===== config.mk =====
export PLATFORM = sky130hd
export DESIGN_NAME = recursive_mutex_fifo_waiters
export DESIGN_NICKNAME = d
export VERILOG_FILES = /design/src/design/rmfw_pkg.sv /design/src/design/rmfw_wait_queue.sv /design/src/design/rmfw_lock_ctrl.sv /design/src/design/recursive_mutex_fifo_waiters.sv
export SDC_FILE = /design/constraint.sdc
export NUM_CORES = 1
export LEC_CHECK = 0
export ABC_AREA = 1
export BUFFER_PORTS_ARGS = -buffer_cell sky130_fd_sc_hd__buf_2
export CORE_MARGIN = 2
export CORE_UTILIZATION = 35
export CTS_BUF_LIST = sky130_fd_sc_hd__clkbuf_8 sky130_fd_sc_hd__clkbuf_16
export DETAILED_ROUTE_END_ITERATION = 16
export GPL_TIMING_DRIVEN = 0
export PLACE_DENSITY = 0.61
export SLEW_MARGIN = 10
export SYNTH_ARGS = -nofsm -noshare
export SYNTH_HDL_FRONTEND = slang
export SYNTH_HIERARCHICAL = 1
export SYNTH_SLANG_ARGS = --single-unit

===== constraint.sdc =====
create_clock -name clk -period 3.9 [get_ports clk]
set_input_delay 0.195 -clock clk [delete_from_list [all_inputs] [get_ports clk]]
set_output_delay 0.195 -clock clk [all_outputs]
set_load 0.03 [all_outputs]

===== src/design/rmfw_pkg.sv =====
`default_nettype none
// ----------------------------------------------------------------------------
// rmfw_pkg
// Shared types and constants for the recursive mutex with a FIFO wait queue.
// ----------------------------------------------------------------------------
package rmfw_pkg;

    // Thread identifiers and the waiting marks they index
    localparam int TidW       = 4;
    localparam int NumTids    = 1 << TidW;

    // Wait queue sizing
    localparam int MaxThreads = 16;
    localparam int PtrW       = (MaxThreads > 1) ? $clog2(MaxThreads) : 1;
    localparam int CntW       = $clog2(MaxThreads + 1);

    // Nesting count
    localparam int NestW      = 8;
    localparam int MaxNest    = 255;
    localparam int NestCapInt = (MaxNest < 255) ? MaxNest : 255;
    localparam logic [NestW-1:0] NestCap = NestW'(NestCapInt);

    // Request codes
    typedef enum logic
    {
        OP_ACQUIRE = 1'b0,
        OP_RELEASE = 1'b1
    } op_t;

    // Result status codes
    typedef enum logic [3:0]
    {
        ST_GRANTED    = 4'd0,
        ST_NESTED     = 4'd1,
        ST_QUEUED     = 4'd2,
        ST_NEST_REL   = 4'd3,
        ST_FREED      = 4'd4,
        ST_HANDED     = 4'd5,
        ST_NOT_HOLDER = 4'd6,
        ST_WAITING    = 4'd7,
        ST_OVERFLOW   = 4'd8
    } status_t;

    // Queue state seen by the lock controller
    typedef struct packed
    {
        logic               full;
        logic               empty;
        logic [TidW-1:0]    head_tid;
        logic [NumTids-1:0] marks;
    } queue_stat_t;

    // Queue commands from the lock controller
    typedef struct packed
    {
        logic            push;
        logic            pop;
        logic [TidW-1:0] push_tid;
    } queue_cmd_t;

    // One result beat
    typedef struct packed
    {
        status_t          status;
        logic             wake_valid;
        logic [TidW-1:0]  wake_thread;
        logic [NestW-1:0] depth_after;
    } result_t;

endpackage
`default_nettype wire


===== src/design/rmfw_wait_queue.sv =====
`default_nettype none
// ----------------------------------------------------------------------------
// rmfw_wait_queue
// FIFO of waiting thread identifiers plus one waiting mark per thread.
// ----------------------------------------------------------------------------
module rmfw_wait_queue
(
    input  wire logic                clk,
    input  wire logic                rst_n,
    input  wire rmfw_pkg::queue_cmd_t cmd,
    output rmfw_pkg::queue_stat_t    stat
);

    logic [rmfw_pkg::TidW-1:0]    fifo_mem [rmfw_pkg::MaxThreads];
    logic [rmfw_pkg::PtrW-1:0]    head_reg;
    logic [rmfw_pkg::PtrW-1:0]    head_next;
    logic [rmfw_pkg::PtrW-1:0]    tail_reg;
    logic [rmfw_pkg::PtrW-1:0]    tail_next;
    logic [rmfw_pkg::CntW-1:0]    count_reg;
    logic [rmfw_pkg::CntW-1:0]    count_next;
    logic [rmfw_pkg::NumTids-1:0] marks_reg;
    logic [rmfw_pkg::NumTids-1:0] marks_next;
    logic [rmfw_pkg::TidW-1:0]    head_tid;

    localparam logic [rmfw_pkg::PtrW-1:0] LastSlot = rmfw_pkg::PtrW'(rmfw_pkg::MaxThreads - 1);
    localparam logic [rmfw_pkg::CntW-1:0] FullCnt  = rmfw_pkg::CntW'(rmfw_pkg::MaxThreads);

    assign head_tid = fifo_mem[head_reg];

    // Advance pointers, count and marks
    always_comb
    begin
        head_next  = head_reg;
        tail_next  = tail_reg;
        count_next = count_reg;
        marks_next = marks_reg;
        if (cmd.push)
        begin
            tail_next  = (tail_reg == LastSlot) ? '0 : tail_reg + 1'b1;
            count_next = count_reg + 1'b1;
            marks_next[cmd.push_tid] = 1'b1;
        end
        else if (cmd.pop)
        begin
            head_next  = (head_reg == LastSlot) ? '0 : head_reg + 1'b1;
            count_next = count_reg - 1'b1;
            marks_next[head_tid] = 1'b0;
        end
    end

    always_ff @(posedge clk or negedge rst_n)
    begin
        if (!rst_n)
        begin
            head_reg  <= '0;
            tail_reg  <= '0;
            count_reg <= '0;
            marks_reg <= '0;
        end
        else
        begin
            head_reg  <= head_next;
            tail_reg  <= tail_next;
            count_reg <= count_next;
            marks_reg <= marks_next;
        end
    end

    // Store a pushed identifier at the tail
    always_ff @(posedge clk)
    begin
        if (cmd.push)
        begin
            fifo_mem[tail_reg] <= cmd.push_tid;
        end
    end

    assign stat.full     = (count_reg >= FullCnt);
    assign stat.empty    = (count_reg == '0);
    assign stat.head_tid = head_tid;
    assign stat.marks    = marks_reg;

endmodule
`default_nettype wire


===== src/design/rmfw_lock_ctrl.sv =====
`default_nettype none
// ----------------------------------------------------------------------------
// rmfw_lock_ctrl
// Lock owner and nesting state; decides the outcome of one request.
// ----------------------------------------------------------------------------
module rmfw_lock_ctrl
(
    input  wire logic                      clk,
    input  wire logic                      rst_n,
    input  wire logic                      fire,
    input  wire rmfw_pkg::op_t             op,
    input  wire logic [rmfw_pkg::TidW-1:0] tid,
    input  wire rmfw_pkg::queue_stat_t     qstat,
    output rmfw_pkg::queue_cmd_t           qcmd,
    output rmfw_pkg::result_t              result
);

    logic                       taken_reg;
    logic                       taken_next;
    logic [rmfw_pkg::TidW-1:0]  owner_reg;
    logic [rmfw_pkg::TidW-1:0]  owner_next;
    logic [rmfw_pkg::NestW-1:0] nest_reg;
    logic [rmfw_pkg::NestW-1:0] nest_next;
    logic                       is_holder;
    logic                       push;
    logic                       pop;

    assign is_holder = taken_reg && (owner_reg == tid);

    // Decide the outcome and the next lock state
    always_comb
    begin
        taken_next         = taken_reg;
        owner_next         = owner_reg;
        nest_next          = nest_reg;
        push               = 1'b0;
        pop                = 1'b0;
        result.wake_valid  = 1'b0;
        result.wake_thread = '0;
        result.status      = rmfw_pkg::ST_NOT_HOLDER;
        case (op)
            rmfw_pkg::OP_ACQUIRE:
            begin
                if (is_holder)
                begin
                    if (nest_reg >= rmfw_pkg::NestCap)
                    begin
                        result.status = rmfw_pkg::ST_OVERFLOW;
                    end
                    else
                    begin
                        nest_next     = nest_reg + 1'b1;
                        result.status = rmfw_pkg::ST_NESTED;
                    end
                end
                else if (qstat.marks[tid] || (taken_reg && qstat.full))
                begin
                    result.status = rmfw_pkg::ST_WAITING;
                end
                else if (!taken_reg)
                begin
                    taken_next    = 1'b1;
                    owner_next    = tid;
                    nest_next     = rmfw_pkg::NestW'(1);
                    result.status = rmfw_pkg::ST_GRANTED;
                end
                else
                begin
                    push          = 1'b1;
                    result.status = rmfw_pkg::ST_QUEUED;
                end
            end
            rmfw_pkg::OP_RELEASE:
            begin
                if (!is_holder)
                begin
                    result.status = rmfw_pkg::ST_NOT_HOLDER;
                end
                else if (nest_reg > rmfw_pkg::NestW'(1))
                begin
                    nest_next     = nest_reg - 1'b1;
                    result.status = rmfw_pkg::ST_NEST_REL;
                end
                else if (!qstat.empty)
                begin
                    // Hand the lock straight to the oldest waiter
                    pop                = 1'b1;
                    owner_next         = qstat.head_tid;
                    nest_next          = rmfw_pkg::NestW'(1);
                    result.wake_valid  = 1'b1;
                    result.wake_thread = qstat.head_tid;
                    result.status      = rmfw_pkg::ST_HANDED;
                end
                else
                begin
                    taken_next    = 1'b0;
                    owner_next    = '0;
                    nest_next     = '0;
                    result.status = rmfw_pkg::ST_FREED;
                end
            end
            default:
            begin
                result.status = rmfw_pkg::ST_NOT_HOLDER;
            end
        endcase
        result.depth_after = nest_next;
    end

    // Gate queue commands with the processing strobe
    assign qcmd.push     = fire && push;
    assign qcmd.pop      = fire && pop;
    assign qcmd.push_tid = tid;

    always_ff @(posedge clk or negedge rst_n)
    begin
        if (!rst_n)
        begin
            taken_reg <= 1'b0;
            owner_reg <= '0;
            nest_reg  <= '0;
        end
        else if (fire)
        begin
            taken_reg <= taken_next;
            owner_reg <= owner_next;
            nest_reg  <= nest_next;
        end
    end

endmodule
`default_nettype wire


===== src/design/recursive_mutex_fifo_waiters.sv =====
`default_nettype none
// ----------------------------------------------------------------------------
// recursive_mutex_fifo_waiters
// Recursive mutex with a FIFO of waiting threads and direct handoff.
// ----------------------------------------------------------------------------
// Each request beat names a thread and asks to acquire or release the lock;
// exactly one result beat comes back per request, in order. A request is
// registered on entry, resolved by the lock controller and the wait queue
// while it waits in the input register, and its result is loaded into an
// output register on the edge that lets it advance, so one request is taken
// every cycle while the result side keeps up. The owner, nesting count and
// queue pointers are updated on that same edge. The waiting queue needs no
// clearing after reset.
module recursive_mutex_fifo_waiters
(
    input  wire logic                       clk,
    input  wire logic                       rst_n,
    input  wire logic                       req_valid,
    output logic                            req_stall,
    input  wire logic                       operation,
    input  wire logic [rmfw_pkg::TidW-1:0]  thread_id,
    output logic                            rsp_valid,
    input  wire logic                       rsp_stall,
    output logic [3:0]                      status,
    output logic                            wake_valid,
    output logic [rmfw_pkg::TidW-1:0]       wake_thread,
    output logic [rmfw_pkg::NestW-1:0]      depth_after
);

    logic                      in_valid_reg;
    logic                      in_op_reg;
    logic [rmfw_pkg::TidW-1:0] in_tid_reg;
    logic                      advance;
    logic                      accept;
    logic                      rsp_valid_reg;
    rmfw_pkg::result_t         result;
    rmfw_pkg::result_t         result_reg;
    rmfw_pkg::queue_cmd_t      qcmd;
    rmfw_pkg::queue_stat_t     qstat;

    // Resolve the held request when the result register is free
    assign advance   = in_valid_reg && (!rsp_valid_reg || !rsp_stall);
    assign req_stall = in_valid_reg && !advance;
    assign accept    = req_valid && !req_stall;

    // Input register
    always_ff @(posedge clk or negedge rst_n)
    begin
        if (!rst_n)
        begin
            in_valid_reg <= 1'b0;
        end
        else if (!req_stall)
        begin
            in_valid_reg <= req_valid;
        end
    end

    always_ff @(posedge clk)
    begin
        if (accept)
        begin
            in_op_reg  <= operation;
            in_tid_reg <= thread_id;
        end
    end

    rmfw_lock_ctrl u_lock_ctrl
    (
        .clk    (clk),
        .rst_n  (rst_n),
        .fire   (advance),
        .op     (rmfw_pkg::op_t'(in_op_reg)),
        .tid    (in_tid_reg),
        .qstat  (qstat),
        .qcmd   (qcmd),
        .result (result)
    );

    rmfw_wait_queue u_wait_queue
    (
        .clk   (clk),
        .rst_n (rst_n),
        .cmd   (qcmd),
        .stat  (qstat)
    );

    // Result register: load on advance, hold while stalled
    always_ff @(posedge clk or negedge rst_n)
    begin
        if (!rst_n)
        begin
            rsp_valid_reg <= 1'b0;
        end
        else if (advance)
        begin
            rsp_valid_reg <= 1'b1;
        end
        else if (!rsp_stall)
        begin
            rsp_valid_reg <= 1'b0;
        end
    end

    always_ff @(posedge clk)
    begin
        if (advance)
        begin
            result_reg <= result;
        end
    end

    assign rsp_valid   = rsp_valid_reg;
    assign status      = result_reg.status;
    assign wake_valid  = result_reg.wake_valid;
    assign wake_thread = result_reg.wake_thread;
    assign depth_after = result_reg.depth_after;

endmodule
`default_nettype wire


# After elaboration in Yosys (flattened, before gate mapping)
# Memories as Yosys holds them, arrays and structs flattened.
# Cells that the tools add are included.
[word_totals]
regBits = 66
latchBits = 0
mem_bits_rw = 64
mem_bits_ro = 0
inputBits = 9
out_inout_bits = 19
n_memories = 1
[op_classes]
add_sub_neg = 6
mul = 0
div_mod_pow = 0
n_lt_le_gt_ge = 7
eq_ne = 10
shift = 0
muxes = 54
bitwise_logic = 6
n_reduce_logical = 22
[mem_list]
columns = ["name", "words", "width", "read_ports", "rd_ports_with_merged_regs", "wr", "line_no", "text"]
rows = [
  ["u_wait_queue.fifo_mem", 16, 4, 1, 0, 1, "rmfw_wait_queue.sv:14", "logic [rmfw_pkg::TidW-1:0] fifo_mem [rmfw_pkg::MaxThreads];"],
]
[ops]
columns = ["op", "n"]
rows = [
  ["$mux 4", 13],
  ["$mux 8", 6],
  ["$mux 16", 2],
  ["$mux 1", 22],
  ["$and 16x16->16", 1],
  ["$not 16->16", 1],
  ["$or 16x16->16", 1],
  ["$pmux 4 s2", 2],
  ["$pmux 8 s2", 1],
  ["$mux 5", 3],
  ["$reduce_and 6->1", 2],
  ["$lt 4x5->1 const B", 2],
  ["$logic_and 1x1->1", 9],
  ["$add 4x1->4 const B", 2],
  ["$add 8x1->8 const B", 1],
  ["$demux 1 s4", 2],
  ["$eq 4x4->1 const B", 2],
  ["$ge 4x1->1 const B", 2],
  ["$ge 8x8->1 const B", 1],
  ["$gt 8x1->1 const B", 1],
  ["$ne 2x2->1 const B", 4],
  ["$sub 8x1->8 const B", 1],
  ["$ne 2x1->1 const B", 3],
  ["$add 5x1->5 const B", 1],
  ["14 further kinds", 20],
]

# Depth between registers and ports, before layout
[depth]
ltp_word = 9
mapped_depth = 20
depth_no_buf = 17

# Hierarchy
# The synthesis kept the hierarchy.
[modules_own_cells]
columns = ["module", "instances", "cells_each", "area_each_um2", "seq_area_each_um2"]
rows = [
  ["rmfw_wait_queue", 1, 465, 4401.7, 2647.5],
  ["rmfw_lock_ctrl", 1, 313, 1800.5, 325.3],
  ["recursive_mutex_fifo_waiters", 1, 34, 755.7, 710.7],
]

# Least setup slack after synthesis
# Ideal clock, no wire load.
[synth_timing]
path_kind = "flip-flop to flip-flop"
startpoint = "reg rsp_valid_reg (netlist: rsp_valid)"
endpoint = "reg u_wait_queue/count_reg[4] (netlist bit)"
setup_ns = 0.131
arrival_ns = 3.296
path_slack_ns = 0.473
stages_incl_launch_ff = 14
path_cell_list = "dfrtp_1 a21oi_1 buf_2 nand3_1 nor2_1 buf_2 inv_1 buf_2 fa_1 nand3_1 nand2_1 nand2_1 o21ai_0 xor2_1"
[synth_rtl]
columns = ["item", "line_no", "text"]
rows = [
  ["start: declaration", "recursive_mutex_fifo_waiters.sv:35", "logic rsp_valid_reg;"],
  ["start signal: assignment", "recursive_mutex_fifo_waiters.sv:93", "rsp_valid_reg <= 1'b0;"],
  ["start signal: assignment", "recursive_mutex_fifo_waiters.sv:97", "rsp_valid_reg <= 1'b1;"],
  ["start signal: assignment", "recursive_mutex_fifo_waiters.sv:101", "rsp_valid_reg <= 1'b0;"],
  ["end signal: assignment", "rmfw_wait_queue.sv:64", "count_reg <= count_next;"],
  ["end: declaration", "rmfw_wait_queue.sv:19", "logic [rmfw_pkg::CntW-1:0] count_reg;"],
]

==> results.json <==
{
  "run_status": "complete, but fails checks",
  "violations": "hold timing",
  "fmax_mhz": 308,
  "antenna_found_initial": 0,
  "firstDrtPassIters": 5,
  "cts_buffer_depth": 2,
  "largest_reg_flops": 64,
  "hold_violations": 24,
  "worstSetupPathType": "register to register",
  "synth_cell_types": 39,
  "place_hpwl_um": 11200,
  "htreeDepth": 4,
  "place.gp.congestion": 0.914,
  "ys.flop_type": "edfxtp_1",
  "synth_area_leaders": "edfxtp_1, dfrtp_1, nand2_1",
  "syn_inst": 812,
  "skew_ns": 0.00814,
  "cp_max_fo": 13,
  "crit_chain": "o21ai_2, inv_1, nand2_4, buf_2, nand3_1, nor2_1, buf_2, inv_1, buf_2, fa_1, nand3_1, nand2_1, o21ai_0, xor2_1",
  "tightest_slew_ns": 1.10,
  "post_synth.cell_area_avg_um2": 8.57,
  "grt_use_total_pct": 15.8,
  "drive_gt1_share_pct": 16.5,
  "arrival_ns": 3.59,
  "startpoint": "in_tid_reg[1]$_DFFE_PP_",
  "grt_pass1_wl_um": 26300,
  "clkSinkCount": 130,
  "synth.most_common_cell": "nand2_1",
  "grt_use_met2_pct": 24.8,
  "r2r-end": "u_wait_queue/count_reg[4]$_DFFE_PN0P_",
  "met3_usage_pct": 3.02,
  "cts_made_buffers": 17,
  "rows": 51,
  "root_buffer": "clkbuf_16",
  "area_growth_pct": 16.5,
  "holdWs_ns": -0.0120,
  "irDropWorstVdd_v": 0.000333,
  "finalCritPeriodShare_pct": 83.3,
  "grt_pass1_vias": 5061,
  "rsz0062_at_grt": "false",
  "wl_um": 16300,
  "wl_per_cell_um": 14.3,
  "drc": 0,
  "final_nets": 886,
  "rr_worst_depth": 14,
  "core_um2": 19500,
  "numPortBuffers": 27,
  "path_clk_slew_ns": 0.06,
  "drtIter0Drc": 456,
  "antenna_left": 0,
  "rrSetupSlack_ns": 0.65,
  "seq_area_frac_synth_pct": 52.9,
  "endpoint_kind": "register",
  "grt_overflow": 0,
  "dr_total_vias": 5438,
  "grt_max_degree": 45,
  "cp.required_ns": 4.25,
  "dp_slack_ns": 0.679,
  "yosys.area.top_type_share_pct": 37.1,
  "synth_edf_count": 86,
  "power_density_nw_per_um2": 575,
  "start_kind": "register",
  "ios": 28,
  "critical_path.most_common_cell": "buf_2",
  "async_reset_ff_share_pct": 33.8,
  "crit_family": "buffers and inverters",
  "syn_area_um2": 6960,
  "die_w_um": 145,
  "syn_nets": 833,
  "antenna_cells": 0,
  "placed_area_um2": 7440,
  "ys_warn_count": 6,
  "clock_latency_ns": 0.42,
  "setup_viol": 0,
  "cp.buffers_inverters": 5,
  "fin_util_pct": 41.7,
  "ys_ff_latch": 130,
  "cp_slowest_cell": "edfxtp_1",
  "worstSetupPathDepth": 14,
  "cts_tree": "yes",
  "final_area_um2": 8110,
  "die_h_um": 145,
  "finalCriticalPeriod_ns": 3.25,
  "post_cts_resized": 0,
  "synth_area_leader_cell": "edfxtp_1",
  "start_util_pct": 35.8,
  "p_leak_nw": 3.72,
  "dieArea_um2": 21000,
  "slew_viol_final": 0,
  "setup_ws_ns": 0.653,
  "gr-usage-met1_pct": 22.2,
  "max-slew-margin-rel_pct": 26.8,
  "top_usage_layer": "met2",
  "slowest_delay_ns": 0.56,
  "crit_path_end": "u_wait_queue/count_reg[4]$_DFFE_PN0P_",
  "max_cap_viol_count": 0,
  "yosys-top-cells-count": "nand2_1, inv_1, edfxtp_1, nand3_1, nor2_1",
  "hold_class": "input port to asynchronous set/reset pin",
  "regToRegStartpoint": "in_tid_reg[1]$_DFFE_PP_",
  "drt-vias-per-instance": 4.76
}
-- cells by family (layout without fill, tap and decap cells) --
logic type	after synthesis	after routing	share of synthesized area, %
and+or+nand+nor	451	451	29.0
buffers and inverters	147	213	9.67
DFF	130	130	52.9
AOI/OAI and AO/OA	63	63	5.03
adders and majority gates	12	12	2.27
xor gates and xnor gates	9	9	1.13
-- per-layer routing --
| layer | vias up | share of wire [%] | wire length [µm] |
|---|---|---|---|
| li1 | 2707 | - | - |
| met1 | 2553 | 47 | 7720 |
| met2 | 163 | 46 | 7570 |
| met3 | 15 | 5.2 | 842 |
| met4 | 0 | 1.0 | 170 |
| met5 | - | 0 | 0 |
-- cell type report --
cell class,count,area (µm²)
timing repair buffer,34,206
multi-input combinational,535,2610
sequential,130,3680
fill,1900,11400
clock inverter,15,183
clock buffer,17,425
inverter,118,450
buffer,29,223
tap,265,332
-- layout by cell type (no fill, tap or decap), types with 12 or more instances in the layout --
cell and n:
nor2_2 14, nand2_1 254, nand3_1 86, nor2_1 55, o21ai_0 15, nand2_2 12, inv_1 106, a21oi_1 28
edfxtp_1 86, clkbuf_16 17, buf_2 37, dfrtp_1 44
-- report_power, final --
part / leakage, nW / internal (mW) / total [mW] / switching, mW
registers: 1.34 / 1.68 / 1.81 / 0.137
clock network: 0.286 / 1.01 / 1.63 / 0.622
logic: 2.09 / 0.416 / 1.22 / 0.800
total: 3.72 / 3.10 / 4.66 / 1.56
-- metrics by stage --
step | TNS [ns] | std cells | power, mW
CTS | 0 | 1143 | 4.69
detailed placement | 0 | 1105 | 3.04
finish | 0 | 1143 | 4.66
global placement | -1.35 | 1104 | 3.02
floorplan | 0 | 812 | 2.75
global route | 0 | 1143 | 4.94
-- worst min-delay path by stage --
stage | slack [ns] | endpoint | depth (start not counted) | start
CTS | 0.02 | u_wait_queue/marks_reg[2]$_DFFE_PN0P_ | 1 | rst_n
finish | -0.01 | u_wait_queue/marks_reg[2]$_DFFE_PN0P_ | 1 | rst_n
floorplan | -0.10 | in_valid_reg$_DFFE_PN0N_ | 0 | rst_n
detailed placement | 0.37 | in_tid_reg[1]$_DFFE_PP_ | 1 | thread_id[1]
global route | 0.04 | rsp_valid$_DFFE_PN0P_ | 3 | rsp_stall
global placement | 0.37 | in_op_reg$_DFFE_PP_ | 1 | operation
-- repair_timing --
action / in CTS / in global routing
setup endpoints to repair: 0 / 0
hold endpoints to repair: 6 / 0
buffers inserted: 0 / 0
hold buffers: 6 / 0
Note: power is estimated with default switching activity, not from simulation.
